### src/sv/ics_pkg.sv
// Shared types, codes and the one's-complement fold for the Internet checksum block.
package ics_pkg;

    localparam int CFG_IDX_W = 2;

    localparam logic [CFG_IDX_W-1:0] CFG_MODE = 2'd0;
    localparam logic [CFG_IDX_W-1:0] CFG_SRC  = 2'd1;
    localparam logic [CFG_IDX_W-1:0] CFG_DST  = 2'd2;

    localparam logic [1:0] MODE_IP  = 2'd0;
    localparam logic [1:0] MODE_UDP = 2'd1;
    localparam logic [1:0] MODE_TCP = 2'd2;

    localparam logic [7:0] PROTO_UDP = 8'd17;
    localparam logic [7:0] PROTO_TCP = 8'd6;

    localparam logic [15:0] UDP_ZERO_SUM = 16'hffff;

    // One queue entry: a finished 16-bit word and, on the final word of a
    // packet, the folded pseudo-header contribution.
    typedef struct packed {
        logic [15:0] word;
        logic [15:0] extra;
        logic        last;
        logic        udp;
    } t_entry;

    // Folds a wide raw sum to 16 bits with end-around carry. The result is
    // zero only when the raw sum is zero.
    function automatic logic [15:0] oc_fold(input logic [20:0] v);
        logic [16:0] s1;
        s1 = {1'b0, v[15:0]} + {12'd0, v[20:16]};
        return s1[15:0] + {15'd0, s1[16]};
    endfunction

endpackage

### src/sv/ics_intf.sv
// Channel interfaces of the checksum block: byte stream, result stream, configuration writes.
interface ics_byte_if;
    logic       valid;
    logic       ready;
    logic [7:0] data_byte;
    logic       last_byte;
    modport source (output valid, output data_byte, output last_byte, input ready);
    modport sink   (input valid, input data_byte, input last_byte, output ready);
endinterface

interface ics_sum_if;
    logic        valid;
    logic        ready;
    logic [15:0] checksum;
    modport source (output valid, output checksum, input ready);
    modport sink   (input valid, input checksum, output ready);
endinterface

interface ics_cfg_if;
    logic        valid;
    logic        ready;
    logic [1:0]  index;
    logic [31:0] data;
    modport source (output valid, output index, output data, input ready);
    modport sink   (input valid, input index, input data, output ready);
endinterface

### src/sv/ics_front.sv
// Front end: configuration registers, byte pairing, byte count and pseudo-header folding.
module ics_front (
    input  logic           i_clk,
    input  logic           i_rst_n,
    ics_byte_if.sink       i_byte,
    ics_cfg_if.sink        i_cfg,
    input  logic           i_full,
    output logic           o_push,
    output ics_pkg::t_entry o_entry
);
    import ics_pkg::*;

    logic [1:0]  r_mode;
    logic [31:0] r_src;
    logic [31:0] r_dst;
    logic [18:0] r_pseudo;
    logic [18:0] n_pseudo;
    logic [7:0]  r_high;
    logic        r_pending;
    logic [15:0] r_count;
    logic [15:0] n_count;
    logic        r_cfg_hold;
    logic [19:0] w_raw;
    logic        w_accept;
    logic        w_ph;
    logic [7:0]  w_proto;

    assign i_cfg.ready  = 1'b1;
    assign i_byte.ready = !i_full && !r_cfg_hold;
    assign w_accept     = i_byte.valid && !i_full && !r_cfg_hold;

    assign w_ph    = (r_mode == MODE_UDP) || (r_mode == MODE_TCP);
    assign w_proto = (r_mode == MODE_UDP) ? PROTO_UDP : PROTO_TCP;
    assign n_pseudo = {3'd0, r_src[31:16]} + {3'd0, r_src[15:0]}
                    + {3'd0, r_dst[31:16]} + {3'd0, r_dst[15:0]} + {11'd0, w_proto};

    assign n_count = r_count + 16'd1;
    assign w_raw   = {1'b0, r_pseudo} + {4'd0, n_count};

    always_comb begin
        o_push        = w_accept && (r_pending || i_byte.last_byte);
        o_entry.word  = r_pending ? {r_high, i_byte.data_byte} : {i_byte.data_byte, 8'd0};
        o_entry.extra = (w_ph && i_byte.last_byte) ? oc_fold({1'b0, w_raw}) : 16'd0;
        o_entry.last  = i_byte.last_byte;
        o_entry.udp   = (r_mode == MODE_UDP);
    end

    always_ff @(posedge i_clk) begin
        // The pseudo-header sum is registered from the configuration registers, so
        // the byte input is held off for the cycle after each write.
        r_pseudo <= n_pseudo;
        if (w_accept && !r_pending) begin
            r_high <= i_byte.data_byte;
        end
    end

    always_ff @(posedge i_clk) begin
        if (!i_rst_n) begin
            r_mode     <= MODE_IP;
            r_src      <= 32'd0;
            r_dst      <= 32'd0;
            r_pending  <= 1'b0;
            r_count    <= 16'd0;
            r_cfg_hold <= 1'b0;
        end else begin
            r_cfg_hold <= i_cfg.valid;
            if (i_cfg.valid) begin
                case (i_cfg.index)
                    CFG_MODE: r_mode <= i_cfg.data[1:0];
                    CFG_SRC:  r_src  <= i_cfg.data;
                    CFG_DST:  r_dst  <= i_cfg.data;
                    default:  ;
                endcase
            end
            if (w_accept) begin
                if (i_byte.last_byte) begin
                    r_pending <= 1'b0;
                    r_count   <= 16'd0;
                end else begin
                    r_pending <= !r_pending;
                    r_count   <= n_count;
                end
            end
        end
    end

    a_last_clears: assert property (@(posedge i_clk) disable iff (!i_rst_n)
        (w_accept && i_byte.last_byte) |=> (!r_pending && r_count == 16'd0))
        else $error("front state not cleared after the last item of a packet");

endmodule

### src/sv/ics_fifo.sv
// Short register queue of finished words between the front and back ends.
module ics_fifo #(
    parameter int DEPTH = 2
) (
    input  logic            i_clk,
    input  logic            i_rst_n,
    input  logic            i_push,
    input  ics_pkg::t_entry i_entry,
    output logic            o_full,
    input  logic            i_pop,
    output logic            o_empty,
    output ics_pkg::t_entry o_head
);
    import ics_pkg::*;

    localparam int PTR_W = (DEPTH > 1) ? $clog2(DEPTH) : 1;
    localparam int CNT_W = $clog2(DEPTH + 1);
    localparam logic [PTR_W-1:0] LAST_PTR = PTR_W'(DEPTH - 1);
    localparam logic [CNT_W-1:0] FULL_CNT = CNT_W'(DEPTH);

    t_entry           r_mem [DEPTH];
    logic [PTR_W-1:0] r_wr_ptr;
    logic [PTR_W-1:0] r_rd_ptr;
    logic [CNT_W-1:0] r_count;

    assign o_full  = (r_count == FULL_CNT);
    assign o_empty = (r_count == '0);
    assign o_head  = r_mem[r_rd_ptr];

    always_ff @(posedge i_clk) begin
        if (i_push) begin
            r_mem[r_wr_ptr] <= i_entry;
        end
    end

    always_ff @(posedge i_clk) begin
        if (!i_rst_n) begin
            r_wr_ptr <= '0;
            r_rd_ptr <= '0;
            r_count  <= '0;
        end else begin
            if (i_push) begin
                r_wr_ptr <= (r_wr_ptr == LAST_PTR) ? '0 : r_wr_ptr + PTR_W'(1);
            end
            if (i_pop) begin
                r_rd_ptr <= (r_rd_ptr == LAST_PTR) ? '0 : r_rd_ptr + PTR_W'(1);
            end
            if (i_push && !i_pop) begin
                r_count <= r_count + CNT_W'(1);
            end else if (!i_push && i_pop) begin
                r_count <= r_count - CNT_W'(1);
            end
        end
    end

    a_count_bound: assert property (@(posedge i_clk) disable iff (!i_rst_n)
        r_count <= FULL_CNT)
        else $error("queue fill count beyond its depth");

    a_push_counts: assert property (@(posedge i_clk) disable iff (!i_rst_n)
        (i_push && !i_pop) |=> (r_count == $past(r_count) + CNT_W'(1)))
        else $error("queue fill count missed a push");

endmodule

### src/sv/ics_back.sv
// Back end: one's-complement accumulator and the registered checksum output.
module ics_back (
    input  logic            i_clk,
    input  logic            i_rst_n,
    input  logic            i_empty,
    input  ics_pkg::t_entry i_head,
    output logic            o_pop,
    ics_sum_if.source       o_sum
);
    import ics_pkg::*;

    logic [15:0] r_sum;
    logic        r_out_valid;
    logic [15:0] r_checksum;
    logic [17:0] w_raw;
    logic [15:0] w_sum;
    logic [15:0] w_result;

    assign o_sum.valid    = r_out_valid;
    assign o_sum.checksum = r_checksum;

    // Plain words never wait; the final word waits only for a free output.
    assign o_pop = !i_empty && (!i_head.last || !r_out_valid || o_sum.ready);

    assign w_raw    = {2'd0, r_sum} + {2'd0, i_head.word} + {2'd0, i_head.extra};
    assign w_sum    = oc_fold({3'd0, w_raw});
    assign w_result = (i_head.udp && w_sum == 16'hffff) ? UDP_ZERO_SUM : ~w_sum;

    always_ff @(posedge i_clk) begin
        if (o_pop && i_head.last) begin
            r_checksum <= w_result;
        end
    end

    always_ff @(posedge i_clk) begin
        if (!i_rst_n) begin
            r_sum       <= 16'd0;
            r_out_valid <= 1'b0;
        end else begin
            if (o_pop) begin
                r_sum <= i_head.last ? 16'd0 : w_sum;
            end
            if (o_pop && i_head.last) begin
                r_out_valid <= 1'b1;
            end else if (o_sum.ready) begin
                r_out_valid <= 1'b0;
            end
        end
    end

    a_final_word: assert property (@(posedge i_clk) disable iff (!i_rst_n)
        ($past(i_rst_n) && $past(o_pop && i_head.last)) |-> (r_out_valid && r_sum == 16'd0))
        else $error("final word did not load the output and clear the sum");

    a_result_source: assert property (@(posedge i_clk) disable iff (!i_rst_n)
        ($past(i_rst_n) && $rose(r_out_valid)) |-> $past(o_pop && i_head.last))
        else $error("checksum shown without a final word");

endmodule

### src/sv/internet_checksum_ip_udp_tcp.sv
// Top level of the Internet checksum block for IPv4 headers, UDP and TCP.
//
// The block takes a packet one byte per item, in wire order, with last_byte
// set on the final byte, and returns one 16-bit checksum per packet: the
// complement of the one's-complement sum of the big-endian 16-bit words,
// an odd final byte padded with a zero low byte. In UDP and TCP modes the
// IPv4 pseudo-header (both configured addresses, protocol 17 or 6 and the
// byte count modulo 65536) is included, and in UDP mode a zero result is
// sent as 0xffff. Configuration register 0 selects the mode (0 IP header
// only, 1 UDP, 2 TCP, 3 behaves as 0), register 1 holds the source address
// and register 2 the destination address; writes are taken in any cycle and
// must be made between packets, and the byte input pauses for the cycle
// after each write while the pseudo-header term is rebuilt. One byte is
// accepted every clock cycle, outside those pauses, while the queue
// between the front and back ends has room; the checksum is loaded into
// the output register when the back end pops the final word. The back
// end folds one word per cycle into its 16-bit one's-complement sum,
// end-around carry included, while words are queued, and the front end
// pairs bytes and prepares the pseudo-header term in parallel. A stalled
// output holds only the final word of the next packet; plain words keep
// draining, so the next packet can stream in behind a result that waits.
module internet_checksum_ip_udp_tcp #(
    parameter int QUEUE_DEPTH = 2
) (
    input  logic      i_clk,
    input  logic      i_rst_n,
    ics_byte_if.sink  i_byte,
    ics_cfg_if.sink   i_cfg,
    ics_sum_if.source o_sum
);
    import ics_pkg::*;

    t_entry w_push_entry;
    t_entry w_head;
    logic   w_push;
    logic   w_full;
    logic   w_pop;
    logic   w_empty;

    // Front end: pairs bytes into words and, in UDP and TCP modes, adds the
    // pseudo-header term to the final word of each packet.
    ics_front u_front (
        .i_clk   (i_clk),
        .i_rst_n (i_rst_n),
        .i_byte  (i_byte),
        .i_cfg   (i_cfg),
        .i_full  (w_full),
        .o_push  (w_push),
        .o_entry (w_push_entry)
    );

    // Queue of finished words, so that each side can stall on its own.
    ics_fifo #(
        .DEPTH (QUEUE_DEPTH)
    ) u_fifo (
        .i_clk   (i_clk),
        .i_rst_n (i_rst_n),
        .i_push  (w_push),
        .i_entry (w_push_entry),
        .o_full  (w_full),
        .i_pop   (w_pop),
        .o_empty (w_empty),
        .o_head  (w_head)
    );

    // Back end: accumulates words and registers the finished checksum.
    ics_back u_back (
        .i_clk   (i_clk),
        .i_rst_n (i_rst_n),
        .i_empty (w_empty),
        .i_head  (w_head),
        .o_pop   (w_pop),
        .o_sum   (o_sum)
    );

endmodule
### src/flat_wrapper.sv
// flat-port wrapper written by rule: the top's interface ports become plain ports
module internet_checksum_ip_udp_tcp_flat import ics_pkg::*;
#(
    parameter int QUEUE_DEPTH = 2
)
  (i_clk, i_rst_n, i_byte_valid, i_byte_data_byte, i_byte_last_byte, i_byte_ready, i_cfg_valid, i_cfg_index, i_cfg_data, i_cfg_ready, o_sum_valid, o_sum_checksum, o_sum_ready);
  ics_byte_if i_byte_i ();
  ics_cfg_if i_cfg_i ();
  ics_sum_if o_sum_i ();
  input  logic i_clk;
  input  logic i_rst_n;
  input wire logic [$bits(i_byte_i.valid)-1:0] i_byte_valid;
  input wire logic [$bits(i_byte_i.data_byte)-1:0] i_byte_data_byte;
  input wire logic [$bits(i_byte_i.last_byte)-1:0] i_byte_last_byte;
  output wire logic [$bits(i_byte_i.ready)-1:0] i_byte_ready;
  input wire logic [$bits(i_cfg_i.valid)-1:0] i_cfg_valid;
  input wire logic [$bits(i_cfg_i.index)-1:0] i_cfg_index;
  input wire logic [$bits(i_cfg_i.data)-1:0] i_cfg_data;
  output wire logic [$bits(i_cfg_i.ready)-1:0] i_cfg_ready;
  output wire logic [$bits(o_sum_i.valid)-1:0] o_sum_valid;
  output wire logic [$bits(o_sum_i.checksum)-1:0] o_sum_checksum;
  input wire logic [$bits(o_sum_i.ready)-1:0] o_sum_ready;
  assign i_byte_i.valid = i_byte_valid;
  assign i_byte_i.data_byte = i_byte_data_byte;
  assign i_byte_i.last_byte = i_byte_last_byte;
  assign i_byte_ready = i_byte_i.ready;
  assign i_cfg_i.valid = i_cfg_valid;
  assign i_cfg_i.index = i_cfg_index;
  assign i_cfg_i.data = i_cfg_data;
  assign i_cfg_ready = i_cfg_i.ready;
  assign o_sum_valid = o_sum_i.valid;
  assign o_sum_checksum = o_sum_i.checksum;
  assign o_sum_i.ready = o_sum_ready;
  internet_checksum_ip_udp_tcp #(.QUEUE_DEPTH(QUEUE_DEPTH)) u_core (.i_clk(i_clk), .i_rst_n(i_rst_n), .i_byte(i_byte_i), .i_cfg(i_cfg_i), .o_sum(o_sum_i));
endmodule
### config.mk
export PLATFORM = sky130hd
export DESIGN_NAME = internet_checksum_ip_udp_tcp_flat
export DESIGN_NICKNAME = d
export VERILOG_FILES = /design/src/sv/ics_pkg.sv /design/src/sv/ics_intf.sv /design/src/sv/ics_front.sv /design/src/sv/ics_fifo.sv /design/src/sv/ics_back.sv /design/src/sv/internet_checksum_ip_udp_tcp.sv /design/src/flat_wrapper.sv
export SDC_FILE = /design/constraint.sdc
export NUM_CORES = 1
export LEC_CHECK = 0
export BUFFER_PORTS_ARGS = -buffer_cell sky130_fd_sc_hd__clkbuf_2
export CELL_PAD_IN_SITES_DETAIL_PLACEMENT = 1
export CELL_PAD_IN_SITES_GLOBAL_PLACEMENT = 2
export CORE_ASPECT_RATIO = 1.2
export CORE_MARGIN = 3
export CORE_UTILIZATION = 44
export CTS_CLUSTER_DIAMETER = 80
export CTS_CLUSTER_SIZE = 8
export DETAILED_ROUTE_END_ITERATION = 7
export GPL_ROUTABILITY_DRIVEN = 0
export PLACE_DENSITY_LB_ADDON = 0.1
export SYNTH_ARGS = -nofsm -noshare
export SYNTH_HDL_FRONTEND = slang
export SYNTH_SLANG_ARGS = --single-unit
### constraint.sdc
create_clock -name i_clk -period 19.67 [get_ports i_clk]
set_input_delay 1.967 -clock i_clk [delete_from_list [all_inputs] [get_ports i_clk]]
set_output_delay 1.967 -clock i_clk [all_outputs]
set_load 0.02 [all_outputs]
==> reports/metrics.cfg, run 1 <==
[yosys]
synth_most_common_cell = nand2_1
post_synth_num_cell_types = 78
syn_inst = 1275
syn_nets = 1453
synth-edff-count = 92
synthArstFlopShare_pct = 0
synth_seq_cells = 217
ys_seq_area_share_pct = 40.5
netlist_top_cells_count = nand2_1 (174), dfxtp_1 (125), edfxtp_1 (92)
ys.flop_type = dfxtp_1
netlist_area_mm2 = 0.0130
postSynthAreaPerCell_um2 = 10.2
synth.top_cells.by_area = edfxtp_1 (21%), dfxtp_1 (19%), fa_1 (8.5%)
synth_top_cell_by_area = edfxtp_1
synth_top_cell_area_share_pct = 21.3
yosys_warnings = 0

[cells_and_area]
layout.nets = 1510
layout.cells.non_filler = 1732
area_growth_pct = 11.8
layout-drive-gt1-share_pct = 12.6
fin_area_mm2 = 0.0145
num_antenna_cells = 0

[sta]
finalSetupViolCount = 0
fmax_mhz = 121
max_slew_margin_pct = 35.7
clock_skew_ns = 0.0158
grt_setup_unrepaired = false
hold_slack_ns = 0.478
maxSlewViolCount = 0
period_needed_ns = 8.30
hold_viol_final = 0
fin_tns_setup_ns = 0
fin_crit_sh_pct = 42.2
worstMarginPinSlew_ns = 0.964

[die]
row_count = 68
fp.coreArea_mm2 = 0.0289
dieArea_mm2 = 0.0316
die_x_um = 163
ios = 67
die_h_um = 194
initial_utilization_pct = 44.9

[clocking]
ctsHoldBuffers = 0
tritoncts = built
cts_max_path_buffers = 3
htreeDepth = 1
cts_buffers = 31
cts_setup_buffers = 0
ctsResizeCount = 0
clock_latency_ns = 0.55
cts_root_buf = clkbuf_16
clkSinkCount = 217
clkTransAtPathRegs_ns = 0.05

[placed_design]
portBuffers = 65
placed_area_mm2 = 0.0137
placed_cells = 1684
post-dp-hpwl_mm = 24.3

[drt]
routed_wl_mm = 32.2
avgViaCountPerCell = 5.36
wl_per_cell_um = 18.6
drc = 0
drt-initial-drc-count = 351
ant_nets = 0
drt_pass1_iterations = 4
num_vias = 9280

[setup_path]
cp_max_fo = 30
cp.arrival_ns = 8.70
crit_path_max_incr_delay_ns = 0.54
crit_path_end_kind = flop
worst_setup_path_start_kind = flop
cp.required_ns = 20.07
criticalPathCategory = reg2reg
cp_slowest_cell = nor3b_1

[pwr]
ir_drop_mv = 0.0924
power.density_mw_per_mm2 = 162
p_leak_nw = 5.92

[flow_run]
drv_cap = 0

[grt]
overflow = 0
grt_pass1_vias = 9722
grt_usage_pct = 20.2
grt_max_degree = 57
antenna_found_initial = 0
grt_pass1_wl_mm = 50.9

[worst_hold_path]
hp-class = reg2reg

[status]
run_status = completed

-- kinds of logic (layout without fill, tap and decap cells) --
logic type	after synthesis	in the layout	synth area share (%)
simple gates	450	450	17.1
mux	45	45	3.84
flops	217	217	40.5
fa+ha+maj	131	131	15.8
other cells	1	1	0.0289
buf+inv	91	163	2.74
xor+xnor	91	91	6.58
compound gates	249	249	13.4
-- state kept, by name (all words and copies together), names as in the netlist, 2 cells and up, named ones only --
signal / cells
u_core.u_back.o_sum.checksum: 16
u_core.u_fifo.r_mem: 68
u_core.u_fifo.r_count: 2
u_core.u_front.r_high: 8
u_core.u_front.r_pseudo: 19
u_core.u_front.r_dst: 32
u_core.u_back.r_sum: 16
u_core.u_front.r_count: 16
u_core.u_front.r_src: 32
u_core.u_front.r_mode: 2
-- worst max-delay path, delay by kind of cell (launching register included) --
| kind | cells | cell delay (ns) |
|---|---|---|
| and+or+nand+nor | 17 | 3.81 |
| adders and majority gates | 6 | 1.68 |
| AOI/OAI and AO/OA | 5 | 1.00 |
| DFF | 1 | 0.43 |
| xor gates and xnor gates | 2 | 0.41 |
| buffers and inverters | 1 | 0.41 |
| muxes | 1 | 0.40 |
-- final cells by class --
cell class,instances,area [um^2]
fillers,3249,14400
multi-input cells,967,7390
flip-flops and latches,217,5270
clock buffers,45,828
well taps,385,482
repair buffers,74,393
inverters,41,154
clock inverters,3,18.8
-- worst paths after layout --
check                           depth (start not counted)  slack [ns]                startpoint                               end
worst max-delay path                                   32       11.37                      flop  u_core.u_back.o_sum.checksum[13]
worst min-delay path                                    2        0.48  u_core.u_front.r_dst[16]          u_core.u_front.r_dst[16]
worst max register to register                         32       11.37                      flop  u_core.u_back.o_sum.checksum[13]
worst min register to register                          2        0.48  u_core.u_front.r_dst[16]          u_core.u_front.r_dst[16]
-- layer usage --
layer | wire length, um | GRT usage [%]
met5 | 0 | 0
met4 | 1430 | 8.18
met3 | 857 | 2.74
met2 | 17300 | 38.4
met1 | 12600 | 22.2
-- power breakdown --
part           internal, mW  switching, mW
clock network         0.285          0.185
logic                 0.480          0.796
registers             0.566         0.0432
total                  1.33           1.02
-- cells in the final DEF (no fill, tap or decap), drive strengths merged, types with 4 or more instances in the layout --
cell type / Yosys / layout
nand2: 174 / 174
dfxtp: 125 / 125
clkbuf: 44 / 110
edfxtp: 92 / 92
ha: 75 / 75
a21boi: 67 / 67
nor2: 63 / 63
fa: 55 / 55
xnor2: 55 / 55
o21ai: 43 / 43
nor2b: 42 / 42
inv: 41 / 42
mux2: 39 / 39
a21oi: 38 / 38
xor2: 34 / 34
and2: 33 / 33
nor3: 28 / 28
nand3: 27 / 27
and3: 21 / 21
a22oi: 21 / 21
a21o: 16 / 16
o21a: 11 / 11
buf: 6 / 9
nand2b: 9 / 9
nand4: 8 / 8
nor3b: 7 / 7
or2: 7 / 7
mux2i: 6 / 6
a211oi: 6 / 6
nand3b: 6 / 6
a31oi: 6 / 6
or3: 5 / 5
a211o: 5 / 5
nor4: 5 / 5
o31ai: 5 / 5
a2111oi: 4 / 4
-- through the flow --
stage	power [mW]	util (%)	setup WS [ns]
detailed placement	1.90	47.3	11.38
floorplan	1.54	-	12.31
global route	2.54	50.2	10.47
CTS	2.39	50.2	11.31
finish	2.35	50.2	11.37
global placement	1.88	47.3	11.72
No activity file was read; power rests on OpenSTA's default activity.
==> run 2, diff against run 1 <==
- CORE_UTILIZATION: 44 -> 41
- clock period: 19.67 -> 8.3 ns (I/O delays scaled with it)
==> run 2 against run 1 <==
Against the previous run: via count up 0.69%; sequential power rose by 140%; critical path depth up 1; fmax grew 6.4%; critical endpoint is now u_core.u_back.o_sum.checksum[15].
==> reports/metrics.cfg, run 2 (synthesis results as in run 1) <==
[clocking]
clkSinkCount = 217
ctsHoldBuffers = 0
htreeDepth = 1
cts_root_buf = clkbuf_16
tritoncts = built
cts_max_path_buffers = 3
cts_buffers = 31
clkTransAtPathRegs_ns = 0.05
cts_setup_buffers = 0
clock_latency_ns = 0.56
ctsResizeCount = 0

[drt]
drt_pass1_iterations = 4
avgViaCountPerCell = 5.35
routed_wl_mm = 32.6
wl_per_cell_um = 18.7
drc = 0
num_vias = 9344
ant_nets = 0
drt-initial-drc-count = 324

[setup_path]
cp_slowest_cell = fa_1
cp.required_ns = 8.71
cp.arrival_ns = 8.21
criticalPathCategory = reg2reg
worst_setup_path_start_kind = flop
r2r_cells = 33
crit_path_max_incr_delay_ns = 0.47
worstReg2RegEnd = u_core.u_back.o_sum.checksum[15]
cp_max_fo = 33
ff2ff_setup_slack_ns = 0.50
crit_path_end_kind = flop

[cells_and_area]
final_cell_mix = nand2_1 (174), dfxtp_1 (125), edfxtp_1 (92), ha_1 (75), a21boi_0 (67)
num_antenna_cells = 0
fin_area_mm2 = 0.0146
multi_input_area_mm2 = 0.00741
fillers = 3455
top_register = u_core.u_fifo.r_mem
layout.nets = 1513
layout_commonest_cell = nand2_1
ff_latch_area_mm2 = 0.00527
area_growth_pct = 12.5
largest_reg_flops = 68
reg_top3 = u_core.u_fifo.r_mem: 68 flops, u_core.u_front.r_dst: 32 flops, u_core.u_front.r_src: 32 flops
layout-drive-gt1-share_pct = 13.0

[pwr]
ir_drop_mv = 0.342
power.density_mw_per_mm2 = 389
p_leak_nw = 5.94

[placed_design]
placed_area_mm2 = 0.0137
post-dp-hpwl_mm = 24.5
portBuffers = 65

[worst_hold_path]
hp-class = reg2reg
hold_start = u_core.u_front.r_dst[16]
whs_path_depth = 2
whs_endpoint = u_core.u_front.r_dst[16]

[die]
die_x_um = 168
row_count = 70
ios = 67
fp.coreArea_mm2 = 0.0308
dieArea_mm2 = 0.0339
initial_utilization_pct = 42.1
die_h_um = 201

[sta]
period_needed_ns = 7.80
worstMarginPinSlew_ns = 0.943
fmax_mhz = 128
maxSlewViolCount = 0
grt_setup_unrepaired = false
max_slew_margin_pct = 37.2
fin_crit_sh_pct = 94.0
hold_viol_final = 0
clock_skew_ns = 0.0200
finalSetupViolCount = 0
fin_tns_setup_ns = 0

[grt]
grt_pass1_vias = 9986
grt_pass1_wl_mm = 52.4
overflow = 0
grt_usage_pct = 19.3
grt_max_degree = 107
antenna_found_initial = 0

[flow_run]
drv_cap = 0

[status]
run_status = completed

run 2: cell count changes in the layout (fill, tap and decap cells not counted), sizes merged:
cell	before	now
buf	9	12
clkbuf	110	112
clkinv	2	1
run 2: how the worst max path moves through the flow:
stage | startpoint | endpoint | slack, ns | depth (start not counted)
6_report | flop | u_core.u_back.o_sum.checksum[15] | 0.50 | 33
5_1_grt | flop | u_core.u_back.o_sum.checksum[15] | 0.04 | 31
4_1_cts | flop | u_core.u_back.o_sum.checksum[15] | 0.22 | 32
3_5_place_dp | flop | u_core.u_back.o_sum.checksum[5] | 0.31 | 32
3_3_place_gp | flop | u_core.u_back.o_sum.checksum[9] | 0.55 | 33
2_1_floorplan | flop | u_core.u_back.o_sum.checksum[4] | 0.94 | 35
run 2: worst max-delay path, delay by kind of cell, from the launching register on:
family	cells	cell delay, ns
AOI/OAI and AO/OA	4	1.07
xor gates and xnor gates	1	0.17
adders and majority gates	6	1.98
buffers and inverters	2	0.30
DFF	1	0.39
muxes	1	0.38
and+or+nand+nor	19	3.33
run 2: metal layers:
layer  GRT usage, %  vias to the layer above  share of wire, %
li1               -                     4604                 -
met1           20.8                     4579                38
met2           37.2                      111                55
met3           2.88                       50               3.0
met4           7.72                        0               3.8
met5              0                        -                 0
run 2: cell type report:
cell class | count | share of cell area, %
multi-input combinational | 967 | 50.7
tap | 396 | 3.39
clock inverter | 2 | 0.0941
clock buffer | 47 | 5.85
inverter | 41 | 1.05
timing repair buffer | 77 | 2.93
sequential | 217 | 36.0
run 2: through the flow:
stage	total power, mW	worst slack, ns	std cells	utilization [%]	hold slack, ns
detailed placement	4.55	0.309	1698	44.5	0.471
global placement	4.51	0.546	1698	44.5	0.466
CTS	5.72	0.218	1747	47.3	0.462
finish	5.68	0.501	1747	47.4	0.476
global route	6.11	0.0358	1747	47.4	0.476
floorplan	3.66	0.940	1275	-	0.448
run 2: power by group:
part           internal, mW  total, mW  switching (mW)
sequential             1.34       1.44           0.100
combinational          1.15       3.11            1.96
clock                 0.694       1.13           0.438
total                  3.19       5.68            2.50
